[config.mk]
export PLATFORM = sky130hd
export DESIGN_NAME = id3v2_tag_frame_parser_top
export DESIGN_NICKNAME = d
export VERILOG_FILES = /design/src/rtl/core/id3p_pkg.sv /design/src/rtl/core/id3v2_tag_frame_parser_top.sv
export SDC_FILE = /design/constraint.sdc
export NUM_CORES = 1
export LEC_CHECK = 0
export BUFFER_PORTS_ARGS = -buffer_cell sky130_fd_sc_hd__buf_2
export CAP_MARGIN = 40
export CORE_ASPECT_RATIO = 1.1
export CORE_MARGIN = 1
export CORE_UTILIZATION = 60
export DETAILED_ROUTE_END_ITERATION = 10
export PLACE_DENSITY = 0.79
export SYNTH_ARGS = -nofsm -noshare
export SYNTH_HDL_FRONTEND = slang
export SYNTH_SLANG_ARGS = --single-unit
[constraint.sdc]
create_clock -name clk -period 19.06 [get_ports clk]
set_input_delay 3.812 -clock clk [delete_from_list [all_inputs] [get_ports clk]]
set_output_delay 3.812 -clock clk [all_outputs]
set_load 0.02 [all_outputs]
[src/rtl/core/id3p_pkg.sv]
// Shared types, codes and helpers for the ID3v2 tag frame parser.
`default_nettype none

package id3p_pkg;

    // Result kinds
    localparam logic [2:0] KIND_HEADER  = 3'd0;
    localparam logic [2:0] KIND_FRAME   = 3'd1;
    localparam logic [2:0] KIND_CONTENT = 3'd2;
    localparam logic [2:0] KIND_DONE    = 3'd3;
    localparam logic [2:0] KIND_ERROR   = 3'd4;

    // Error codes
    localparam logic [1:0] ERR_MAGIC     = 2'd0;
    localparam logic [1:0] ERR_VERSION   = 2'd1;
    localparam logic [1:0] ERR_TRUNCATED = 2'd2;

    // Magic and supported major versions
    localparam logic [31:0] MAGIC_ID3 = 32'h0049_4433;
    localparam logic [7:0]  VER_MAJOR_3 = 8'd3;
    localparam logic [7:0]  VER_MAJOR_4 = 8'd4;
    localparam logic [7:0]  SYNCHSAFE_MASK = 8'h7F;

    // Known frame ids
    localparam logic [31:0] ID_TIT2 = 32'h5449_5432;
    localparam logic [31:0] ID_TPE1 = 32'h5450_4531;
    localparam logic [31:0] ID_TALB = 32'h5441_4C42;
    localparam logic [31:0] ID_TYER = 32'h5459_4552;
    localparam logic [31:0] ID_TCON = 32'h5443_4F4E;
    localparam logic [31:0] ID_TRCK = 32'h5452_434B;
    localparam logic [31:0] ID_TENC = 32'h5445_4E43;
    localparam logic [31:0] ID_COMM = 32'h434F_4D4D;

    localparam logic [3:0] CODE_UNKNOWN = 4'd0;
    localparam logic [3:0] CODE_TIT2    = 4'd1;
    localparam logic [3:0] CODE_TPE1    = 4'd2;
    localparam logic [3:0] CODE_TALB    = 4'd3;
    localparam logic [3:0] CODE_TYER    = 4'd4;
    localparam logic [3:0] CODE_TCON    = 4'd5;
    localparam logic [3:0] CODE_TRCK    = 4'd6;
    localparam logic [3:0] CODE_TENC    = 4'd7;
    localparam logic [3:0] CODE_COMM    = 4'd8;

    typedef enum logic [3:0] {
        PH_MAGIC = 4'd0,
        PH_VER   = 4'd1,
        PH_HFLAG = 4'd2,
        PH_HSIZE = 4'd3,
        PH_FID   = 4'd4,
        PH_FSIZE = 4'd5,
        PH_FFLAG = 4'd6,
        PH_ENC   = 4'd7,
        PH_DATA  = 4'd8,
        PH_HALT  = 4'd9
    } phase_t;

    typedef struct packed {
        logic [7:0] data_byte;
        logic       start_of_file;
        logic       end_of_file;
    } in_item_t;

    typedef struct packed {
        logic [2:0]  kind;
        logic [7:0]  major_version;
        logic [7:0]  revision;
        logic [31:0] frame_tag;
        logic [3:0]  frame_code;
        logic [7:0]  text_encoding;
        logic [31:0] frame_length;
        logic [7:0]  content_byte;
        logic        last_of_frame;
        logic [1:0]  error_code;
        logic        last_of_step;
    } out_item_t;

    // Events raised by one byte: up to two results
    typedef struct packed {
        logic [1:0]       count;
        logic [1:0][2:0]  kind;
        logic [1:0]       last_frame;
        logic [1:0][1:0]  err;
        logic [31:0]      tag;
    } step_ev_t;

    // Map a frame id to its known-tag code
    function automatic logic [3:0] frame_code_of(input logic [31:0] id);
        logic [3:0] code;
        case (id)
            ID_TIT2: code = CODE_TIT2;
            ID_TPE1: code = CODE_TPE1;
            ID_TALB: code = CODE_TALB;
            ID_TYER: code = CODE_TYER;
            ID_TCON: code = CODE_TCON;
            ID_TRCK: code = CODE_TRCK;
            ID_TENC: code = CODE_TENC;
            ID_COMM: code = CODE_COMM;
            default: code = CODE_UNKNOWN;
        endcase
        return code;
    endfunction

    // Build one result from the event and the parser state
    function automatic out_item_t make_result(
        input logic [2:0]  kind,
        input logic [7:0]  content,
        input logic        last_frame,
        input logic [1:0]  err,
        input logic        last_step,
        input logic [7:0]  ver,
        input logic [7:0]  rev,
        input logic [31:0] tag,
        input logic [7:0]  enc,
        input logic [31:0] fsize
    );
        out_item_t r;
        logic      fr;
        fr = (kind == KIND_FRAME) || (kind == KIND_CONTENT);
        r.kind          = kind;
        r.major_version = ver;
        r.revision      = rev;
        r.frame_tag     = fr ? tag : 32'd0;
        r.frame_code    = fr ? frame_code_of(tag) : CODE_UNKNOWN;
        r.text_encoding = fr ? enc : 8'd0;
        r.frame_length  = fr ? (fsize - 32'd1) : 32'd0;
        r.content_byte  = (kind == KIND_CONTENT) ? content : 8'd0;
        r.last_of_frame = last_frame;
        r.error_code    = (kind == KIND_ERROR) ? err : ERR_MAGIC;
        r.last_of_step  = last_step;
        return r;
    endfunction

endpackage

`default_nettype wire

[src/rtl/core/id3v2_tag_frame_parser_top.sv]
// Top level of the ID3v2 tag frame parser: byte register, step logic, result queue.
//
//  channel | direction | handshake                      | payload
//  --------+-----------+--------------------------------+------------------------
//  byte    | in        | byte_valid / byte_stall        | byte_item   (in_item_t)
//  result  | out       | result_valid / result_stall    | result_item (out_item_t)
//
// One byte per cycle is taken while byte_stall is low. A transferred byte is held in the
// byte register; once the queue has room the step logic updates the parser state and
// writes up to two results into a four-entry result queue. A byte that causes two
// results fills two queue entries, read out one at a time. The byte channel stalls
// while a byte is held and fewer than two queue entries are free.
// Reset clears the parser to wait for the magic and empties the queue.
`default_nettype none

module id3v2_tag_frame_parser_top (
    input  wire                  clk,
    input  wire                  rst_n,
    input  wire                  byte_valid,
    output logic                 byte_stall,
    input  wire id3p_pkg::in_item_t byte_item,
    output logic                 result_valid,
    input  wire                  result_stall,
    output id3p_pkg::out_item_t  result_item
);
    import id3p_pkg::*;

    localparam int QDEPTH = 4;
    localparam int QAW    = $clog2(QDEPTH);

    // Byte register
    logic     in_vld_reg, in_vld_next;
    in_item_t in_reg;

    // Parser state
    phase_t      phase_reg, phase_next;
    logic [2:0]  fc_reg, fc_next;
    logic [27:0] tsz_reg, tsz_next;
    logic [31:0] tpos_reg, tpos_next;
    logic [31:0] ftag_reg, ftag_next;
    logic [31:0] fsz_reg, fsz_next;
    logic [31:0] rem_reg, rem_next;
    logic [7:0]  enc_reg, enc_next;
    logic [7:0]  ver_reg, ver_next;
    logic [7:0]  rev_reg, rev_next;

    step_ev_t  ev;
    out_item_t res0, res1;

    // Result queue
    out_item_t        q_mem [QDEPTH];
    logic [QAW-1:0]   wr_ptr_reg, wr_ptr_next;
    logic [QAW-1:0]   rd_ptr_reg, rd_ptr_next;
    logic [QAW:0]     cnt_reg, cnt_next;

    logic byte_take, fire, pop, room;

    // Handshakes
    assign room         = cnt_reg <= (QAW+1)'(QDEPTH - 2);
    assign fire         = in_vld_reg && room;
    assign byte_stall   = in_vld_reg && !room;
    assign byte_take    = byte_valid && !byte_stall;
    assign result_valid = cnt_reg != '0;
    assign result_item  = q_mem[rd_ptr_reg];
    assign pop          = result_valid && !result_stall;

    // Hold or refill the byte register
    always_comb
    begin
        if (byte_take)
            in_vld_next = 1'b1;
        else if (fire)
            in_vld_next = 1'b0;
        else
            in_vld_next = in_vld_reg;
    end

    always_ff @(posedge clk or negedge rst_n)
    begin
        if (!rst_n)
            in_vld_reg <= 1'b0;
        else
            in_vld_reg <= in_vld_next;
    end

    always_ff @(posedge clk)
    begin
        if (byte_take)
            in_reg <= byte_item;
    end

    // Next state: advance the parser by one byte and record the results it raises
    always_comb
    begin
        logic [7:0] b;
        logic       was_halted;
        logic       boundary;

        b          = in_reg.data_byte;
        phase_next = phase_reg;
        fc_next    = fc_reg;
        tsz_next   = tsz_reg;
        tpos_next  = tpos_reg;
        ftag_next  = ftag_reg;
        fsz_next   = fsz_reg;
        rem_next   = rem_reg;
        enc_next   = enc_reg;
        ver_next   = ver_reg;
        rev_next   = rev_reg;
        ev         = '0;
        boundary   = 1'b0;

        // Restart at offset zero
        if (in_reg.start_of_file)
        begin
            phase_next = PH_MAGIC;
            fc_next    = '0;
            tsz_next   = '0;
            tpos_next  = '0;
            ftag_next  = '0;
            fsz_next   = '0;
            rem_next   = '0;
            enc_next   = '0;
            ver_next   = '0;
            rev_next   = '0;
        end
        was_halted = (phase_next == PH_HALT);

        case (phase_next)
            PH_MAGIC:
            begin
                ftag_next = {8'd0, ftag_next[15:0], b};
                fc_next   = fc_next + 3'd1;
                if (fc_next >= 3'd3)
                begin
                    if (ftag_next == MAGIC_ID3)
                    begin
                        phase_next = PH_VER;
                        fc_next    = '0;
                    end
                    else
                    begin
                        ev.kind[ev.count[0]] = KIND_ERROR;
                        ev.err[ev.count[0]]  = ERR_MAGIC;
                        ev.count             = ev.count + 2'd1;
                        phase_next           = PH_HALT;
                    end
                    ftag_next = '0;
                end
            end
            PH_VER:
            begin
                if (fc_next == 3'd0)
                begin
                    ver_next = b;
                    fc_next  = 3'd1;
                end
                else
                begin
                    rev_next = b;
                    fc_next  = '0;
                    if (ver_next == VER_MAJOR_3 || ver_next == VER_MAJOR_4)
                        phase_next = PH_HFLAG;
                    else
                    begin
                        ev.kind[ev.count[0]] = KIND_ERROR;
                        ev.err[ev.count[0]]  = ERR_VERSION;
                        ev.count             = ev.count + 2'd1;
                        phase_next           = PH_HALT;
                    end
                end
            end
            PH_HFLAG:
            begin
                phase_next = PH_HSIZE;
                fc_next    = '0;
                tsz_next   = '0;
            end
            PH_HSIZE:
            begin
                tsz_next = {tsz_next[20:0], b[6:0] & SYNCHSAFE_MASK[6:0]};
                fc_next  = fc_next + 3'd1;
                if (fc_next >= 3'd4)
                begin
                    ev.kind[ev.count[0]] = KIND_HEADER;
                    ev.count             = ev.count + 2'd1;
                    tpos_next            = '0;
                    boundary             = 1'b1;
                end
            end
            PH_FID:
            begin
                if (tpos_next != '1)
                    tpos_next = tpos_next + 32'd1;
                ftag_next = {ftag_next[23:0], b};
                fc_next   = fc_next + 3'd1;
                if (fc_next >= 3'd4)
                begin
                    if (ftag_next[31:24] == 8'd0)
                    begin
                        ev.kind[ev.count[0]] = KIND_DONE;
                        ev.count             = ev.count + 2'd1;
                        phase_next           = PH_HALT;
                    end
                    else
                    begin
                        phase_next = PH_FSIZE;
                        fc_next    = '0;
                        fsz_next   = '0;
                    end
                end
            end
            PH_FSIZE:
            begin
                if (tpos_next != '1)
                    tpos_next = tpos_next + 32'd1;
                fsz_next = {fsz_next[23:0], b};
                fc_next  = fc_next + 3'd1;
                if (fc_next >= 3'd4)
                begin
                    if (fsz_next == 32'd0)
                    begin
                        ev.kind[ev.count[0]] = KIND_DONE;
                        ev.count             = ev.count + 2'd1;
                        phase_next           = PH_HALT;
                    end
                    else
                    begin
                        phase_next = PH_FFLAG;
                        fc_next    = '0;
                    end
                end
            end
            PH_FFLAG:
            begin
                if (tpos_next != '1)
                    tpos_next = tpos_next + 32'd1;
                fc_next = fc_next + 3'd1;
                if (fc_next >= 3'd2)
                begin
                    phase_next = PH_ENC;
                    fc_next    = '0;
                end
            end
            PH_ENC:
            begin
                if (tpos_next != '1)
                    tpos_next = tpos_next + 32'd1;
                enc_next                   = b;
                rem_next                   = fsz_next - 32'd1;
                ev.kind[ev.count[0]]       = KIND_FRAME;
                ev.last_frame[ev.count[0]] = (rem_next == 32'd0);
                ev.count                   = ev.count + 2'd1;
                if (rem_next == 32'd0)
                    boundary = 1'b1;
                else
                    phase_next = PH_DATA;
            end
            PH_DATA:
            begin
                if (tpos_next != '1)
                    tpos_next = tpos_next + 32'd1;
                rem_next                   = rem_next - 32'd1;
                ev.kind[ev.count[0]]       = KIND_CONTENT;
                ev.last_frame[ev.count[0]] = (rem_next == 32'd0);
                ev.count                   = ev.count + 2'd1;
                if (rem_next == 32'd0)
                    boundary = 1'b1;
            end
            PH_HALT:
            begin
                phase_next = PH_HALT;
            end
            default:
            begin
                phase_next = PH_HALT;
            end
        endcase

        // Frame fields of the results come from the id before any boundary clear
        ev.tag = ftag_next;

        // Between frames: finish the tag or open the next frame
        if (boundary)
        begin
            if (tpos_next >= {4'd0, tsz_next})
            begin
                ev.kind[ev.count[0]] = KIND_DONE;
                ev.count             = ev.count + 2'd1;
                phase_next           = PH_HALT;
            end
            else
            begin
                phase_next = PH_FID;
                fc_next    = '0;
                ftag_next  = '0;
            end
        end

        // Input ended with the parse unfinished
        if (in_reg.end_of_file && !was_halted && phase_next != PH_HALT)
        begin
            ev.kind[ev.count[0]] = KIND_ERROR;
            ev.err[ev.count[0]]  = ERR_TRUNCATED;
            ev.count             = ev.count + 2'd1;
            phase_next           = PH_HALT;
        end
    end

    // Outputs: build the results of this byte
    always_comb
    begin
        res0 = make_result(ev.kind[0], in_reg.data_byte, ev.last_frame[0], ev.err[0],
                           ev.count == 2'd1, ver_next, rev_next, ev.tag, enc_next,
                           fsz_next);
        res1 = make_result(ev.kind[1], in_reg.data_byte, ev.last_frame[1], ev.err[1],
                           1'b1, ver_next, rev_next, ev.tag, enc_next, fsz_next);
    end

    // Parser state registers
    always_ff @(posedge clk or negedge rst_n)
    begin
        if (!rst_n)
        begin
            phase_reg <= PH_MAGIC;
            fc_reg    <= '0;
            tsz_reg   <= '0;
            tpos_reg  <= '0;
            ftag_reg  <= '0;
            fsz_reg   <= '0;
            rem_reg   <= '0;
            enc_reg   <= '0;
            ver_reg   <= '0;
            rev_reg   <= '0;
        end
        else if (fire)
        begin
            phase_reg <= phase_next;
            fc_reg    <= fc_next;
            tsz_reg   <= tsz_next;
            tpos_reg  <= tpos_next;
            ftag_reg  <= ftag_next;
            fsz_reg   <= fsz_next;
            rem_reg   <= rem_next;
            enc_reg   <= enc_next;
            ver_reg   <= ver_next;
            rev_reg   <= rev_next;
        end
    end

    // Queue pointers and fill count
    always_comb
    begin
        logic [1:0] push_n;
        push_n      = fire ? ev.count : 2'd0;
        wr_ptr_next = wr_ptr_reg + QAW'(push_n);
        rd_ptr_next = pop ? rd_ptr_reg + QAW'(1) : rd_ptr_reg;
        cnt_next    = cnt_reg + (QAW+1)'(push_n) - (QAW+1)'(pop);
    end

    always_ff @(posedge clk or negedge rst_n)
    begin
        if (!rst_n)
        begin
            wr_ptr_reg <= '0;
            rd_ptr_reg <= '0;
            cnt_reg    <= '0;
        end
        else
        begin
            wr_ptr_reg <= wr_ptr_next;
            rd_ptr_reg <= rd_ptr_next;
            cnt_reg    <= cnt_next;
        end
    end

    // Write the results of this byte into the queue
    always_ff @(posedge clk)
    begin
        if (fire && ev.count != 2'd0)
            q_mem[wr_ptr_reg] <= res0;
        if (fire && ev.count == 2'd2)
            q_mem[wr_ptr_reg + QAW'(1)] <= res1;
    end

endmodule

`default_nettype wire
==> results.sh <==
export IMPL_number_of_flip_flops_under_the_largest_register_name=428
export IMPL_postPlaceCellArea_sq_um=34200
export IMPL_layout_area_overhead_vs_synth_pct=10.9
export IMPL_cts_tree="built"
export IMPL_cts_buffers_inserted=67
export IMPL_dpl_cell_count=3675
export IMPL_initial_antenna_violation_count=1
export IMPL_tightest_slew_ns=0.931
export IMPL_track_usage_pct=34.7
export IMPL_num_nets_final=3078
export IMPL_cellPowerDensity_nw_per_um2=157
export IMPL_slowest_delay_ns=0.76
export IMPL_hold_viol_final=0
export IMPL_number_of_instances_in_the_synthesized_netlist=3013
export IMPL_critical_path_most_common_cell="sky130_fd_sc_hd__nor2_1"
export IMPL_port_buffer_count=122
export IMPL_status="finished clean"
export IMPL_dpl_hpwl_mm=63.2
export IMPL_post_synth_num_cell_types=86
export IMPL_vdd_drop_max_v=0.000126
export IMPL_cp_max_fo=62
export IMPL_io_pins=123
export IMPL_yosysSeqAreaShare_pct=54.4
export IMPL_critical_path_slowest_cell="sky130_fd_sc_hd__buf_4"
export IMPL_critical_path_endpoint_type="flop"
export IMPL_path_clk_slew_ns=0.07
export IMPL_reg_to_reg_start="in_reg[1]"
export IMPL_via_per_inst=6.89
export IMPL_fp_coreArea_sq_um=53900
export IMPL_worstReg2RegEnd="q_mem[2][86]"
export IMPL_cts_sink_count=633
export IMPL_clockRootBuffer="sky130_fd_sc_hd__clkbuf_16"
export IMPL_max_freq_ghz=0.104
export IMPL_layout_cell_area_excl_fill_sq_um=36500
export IMPL_critPathLaunch="in_reg[1]"
export IMPL_post_cts_resized=0
export IMPL_setup_violations=0
export IMPL_first_pass_detailed_route_iteration_total=10
export IMPL_post_route_cells_drive_above_1_share_pct=14.6
export IMPL_fp_dieH_microns=248
export IMPL_r2r_setup_slk_ns=9.43
export IMPL_vias_after_detailed_routing=26145
export IMPL_synth_seq_cells=633
export IMPL_cts_setup_buffers=0
export IMPL_worst_setup_path_type="flop to flop"
export IMPL_synth_async_reset_ratio_pct=30.8
export IMPL_worst_hold_slack_ns=0.477
export IMPL_rsz0062_at_grt="false"
export IMPL_fillerInstances=3839
export IMPL_grt_overflow=0
export IMPL_instances_no_fill=3796
export IMPL_hold_removal_path_class="flop to flop"
export IMPL_totalNegativeSetupSlack_ns=0
export IMPL_route_final_wire_length_mm=96.2
export IMPL_antenna_cells=0
export IMPL_drv_max_cap_violation_count=0
export IMPL_die_x_microns=225
export IMPL_largest_net_degree_at_the_start_of_global_routing=86
export IMPL_r2r_cells=30
export IMPL_syn_cell_area_sq_um=33000
export IMPL_finalWorstPathRequiredPeriod_ns=9.63
export IMPL_detail_route_drc_violations=0
export IMPL_yosys_warnings=0
export IMPL_grt_first_pass_wirelength_mm=148
export IMPL_fp_dieArea_sq_um=55900
export IMPL_slew_hr_pct=37.6
export IMPL_power_static_leakage_nw=13.3
export IMPL_ant_nets=0
export IMPL_cts_hold_buffers_added=0
export IMPL_routed_wire_length_per_instance_microns=25.3
export IMPL_min_period_over_period_pct=50.5
export IMPL_worst_clk_skew_ns=0.0290
export IMPL_initial_utilization_pct=61.1
export IMPL_postSynthAreaPerCell_sq_um=10.9
export IMPL_postSynthNetCount=3073
export IMPL_dr_first_iter_drc_count=3609
export IMPL_worstSkewPairLatency_ns=0.62
export IMPL_number_of_enable_flip_flop_cells_after_synthesis=426
export IMPL_crit_required_ns=19.28
export IMPL_first_global_vias=24999
export IMPL_ctsHtreeMaxLevel=3
export IMPL_total_power_mw=5.75
export IMPL_crit_arrival_ns=9.86
export IMPL_timing_critical_path_to="q_mem[2][86]"
export IMPL_clockBufferDepth=3
export IMPL_dominantRegCellSynth="sky130_fd_sc_hd__edfxtp_1"
export IMPL_slew_violations=0
export IMPL_row_count=89
export IMPL_critPathLaunchType="flop"
export IMPL_regMostFlops="q_mem"
export IMPL_finalWeightedCongestion=1.03
-- worst min path at each step --
stage                     cells after the start         from           to  slack [ns]
final                                         1  q_mem[3][0]  q_mem[3][0]        0.48
after global routing                          1  q_mem[3][0]  q_mem[3][0]        0.49
after CTS                                     2  q_mem[1][0]  q_mem[1][0]        0.46
after detailed placement                      2  q_mem[1][0]  q_mem[1][0]        0.45
after global placement                        2  q_mem[1][0]  q_mem[1][0]        0.44
after floorplan                               2  q_mem[1][0]  q_mem[1][0]        0.42
-- cells in the final DEF (no fill, tap or decap), drive strengths merged, types with 18 or more instances in the layout --
master	n
a211oi	57
a21o	18
a21oi	79
a22o	61
a22oi	60
a31oi	31
a32o	18
and2	48
and3	25
buf	183
clkbuf	78
clkinv	23
dfrtp	195
edfxtp	426
ha	45
inv	48
mux4	107
nand2	333
nand2b	25
nand3	51
nand4	31
nor2	388
nor2b	40
nor3	106
nor4	39
o21ai	185
o22ai	24
o31ai	35
or4	19
xnor2	44
xor2	27
-- cells in the mapped netlist, types with 24 or more instances --
cell type / number / area [sq um]
sky130_fd_sc_hd__and3_1: 25 / 156
sky130_fd_sc_hd__a22o_1: 61 / 534
sky130_fd_sc_hd__xnor2_1: 44 / 385
sky130_fd_sc_hd__mux4_2: 107 / 2410
sky130_fd_sc_hd__nor4_1: 36 / 225
sky130_fd_sc_hd__a211oi_1: 57 / 428
sky130_fd_sc_hd__a21oi_1: 79 / 395
sky130_fd_sc_hd__edfxtp_1: 426 / 12800
sky130_fd_sc_hd__a22oi_1: 60 / 450
sky130_fd_sc_hd__buf_1: 32 / 120
sky130_fd_sc_hd__clkbuf_1: 188 / 706
sky130_fd_sc_hd__ha_1: 45 / 563
sky130_fd_sc_hd__dfrtp_1: 195 / 4880
sky130_fd_sc_hd__nor3_1: 106 / 531
sky130_fd_sc_hd__xor2_1: 27 / 236
sky130_fd_sc_hd__a31oi_1: 31 / 194
sky130_fd_sc_hd__o22ai_1: 24 / 150
sky130_fd_sc_hd__buf_2: 25 / 125
sky130_fd_sc_hd__o31ai_1: 35 / 263
sky130_fd_sc_hd__nand2_1: 333 / 1250
sky130_fd_sc_hd__inv_1: 46 / 173
sky130_fd_sc_hd__nand4_1: 31 / 194
sky130_fd_sc_hd__and2_1: 46 / 288
sky130_fd_sc_hd__nand2b_1: 25 / 156
sky130_fd_sc_hd__nor2_1: 387 / 1450
sky130_fd_sc_hd__nand3_1: 51 / 255
sky130_fd_sc_hd__o21ai_0: 181 / 906
sky130_fd_sc_hd__nor2b_1: 40 / 250
-- final cells by class --
type	count	area (sq um)	share of cell area, %
Timing Repair Buffer	184	1260	3.45
Sequential cell	633	17900	49.0
Multi-Input combinational cell	2086	14000	38.2
Tap cell	728	911	2.49
Inverter	46	183	0.500
Clock inverter	42	544	1.49
Clock buffer	77	1770	4.83
-- through the flow --
step / setup slack (ns) / util [%]
floorplan: 9.24 / -
global placement: 9.73 / 63.0
detailed placement: 9.66 / 63.5
CTS: 9.60 / 67.8
global route: 8.90 / 67.8
finish: 9.43 / 67.8
-- cell families after synthesis --
family	Yosys count	synth area share [%]
AOI/OAI and AO/OA	672	13.9
xor gates and xnor gates	71	1.89
adders and majority gates	46	1.77
buffers and inverters	294	3.50
DFF	633	54.4
muxes	118	7.66
and+or+nand+nor	1179	16.9
-- per-layer routing --
layer	up-vias	GRT usage [%]	wire length (microns)
met5	-	0	15
met4	2	13.7	3800
met3	281	6.78	10100
met2	1734	55.5	45700
met1	12831	46.9	36500
li1	11297	-	-
-- worst max-delay path, delay by kind of cell (launching register included) --
family | cells | cell delay (ns)
compound gates | 8 | 1.98
fa+ha+maj | 3 | 1.01
buf+inv | 7 | 3.13
flops | 1 | 0.35
simple gates | 12 | 2.59
-- power by group --
part           switching, mW  total (mW)  leakage [nW]  internal, mW
combinational           1.56        2.35          5.41         0.795
clock                  0.563        1.38          1.12         0.819
sequential             0.195        2.01          6.76          1.82
total                   2.32        5.75          13.3          3.43
Power figures use the tool's default switching activity.
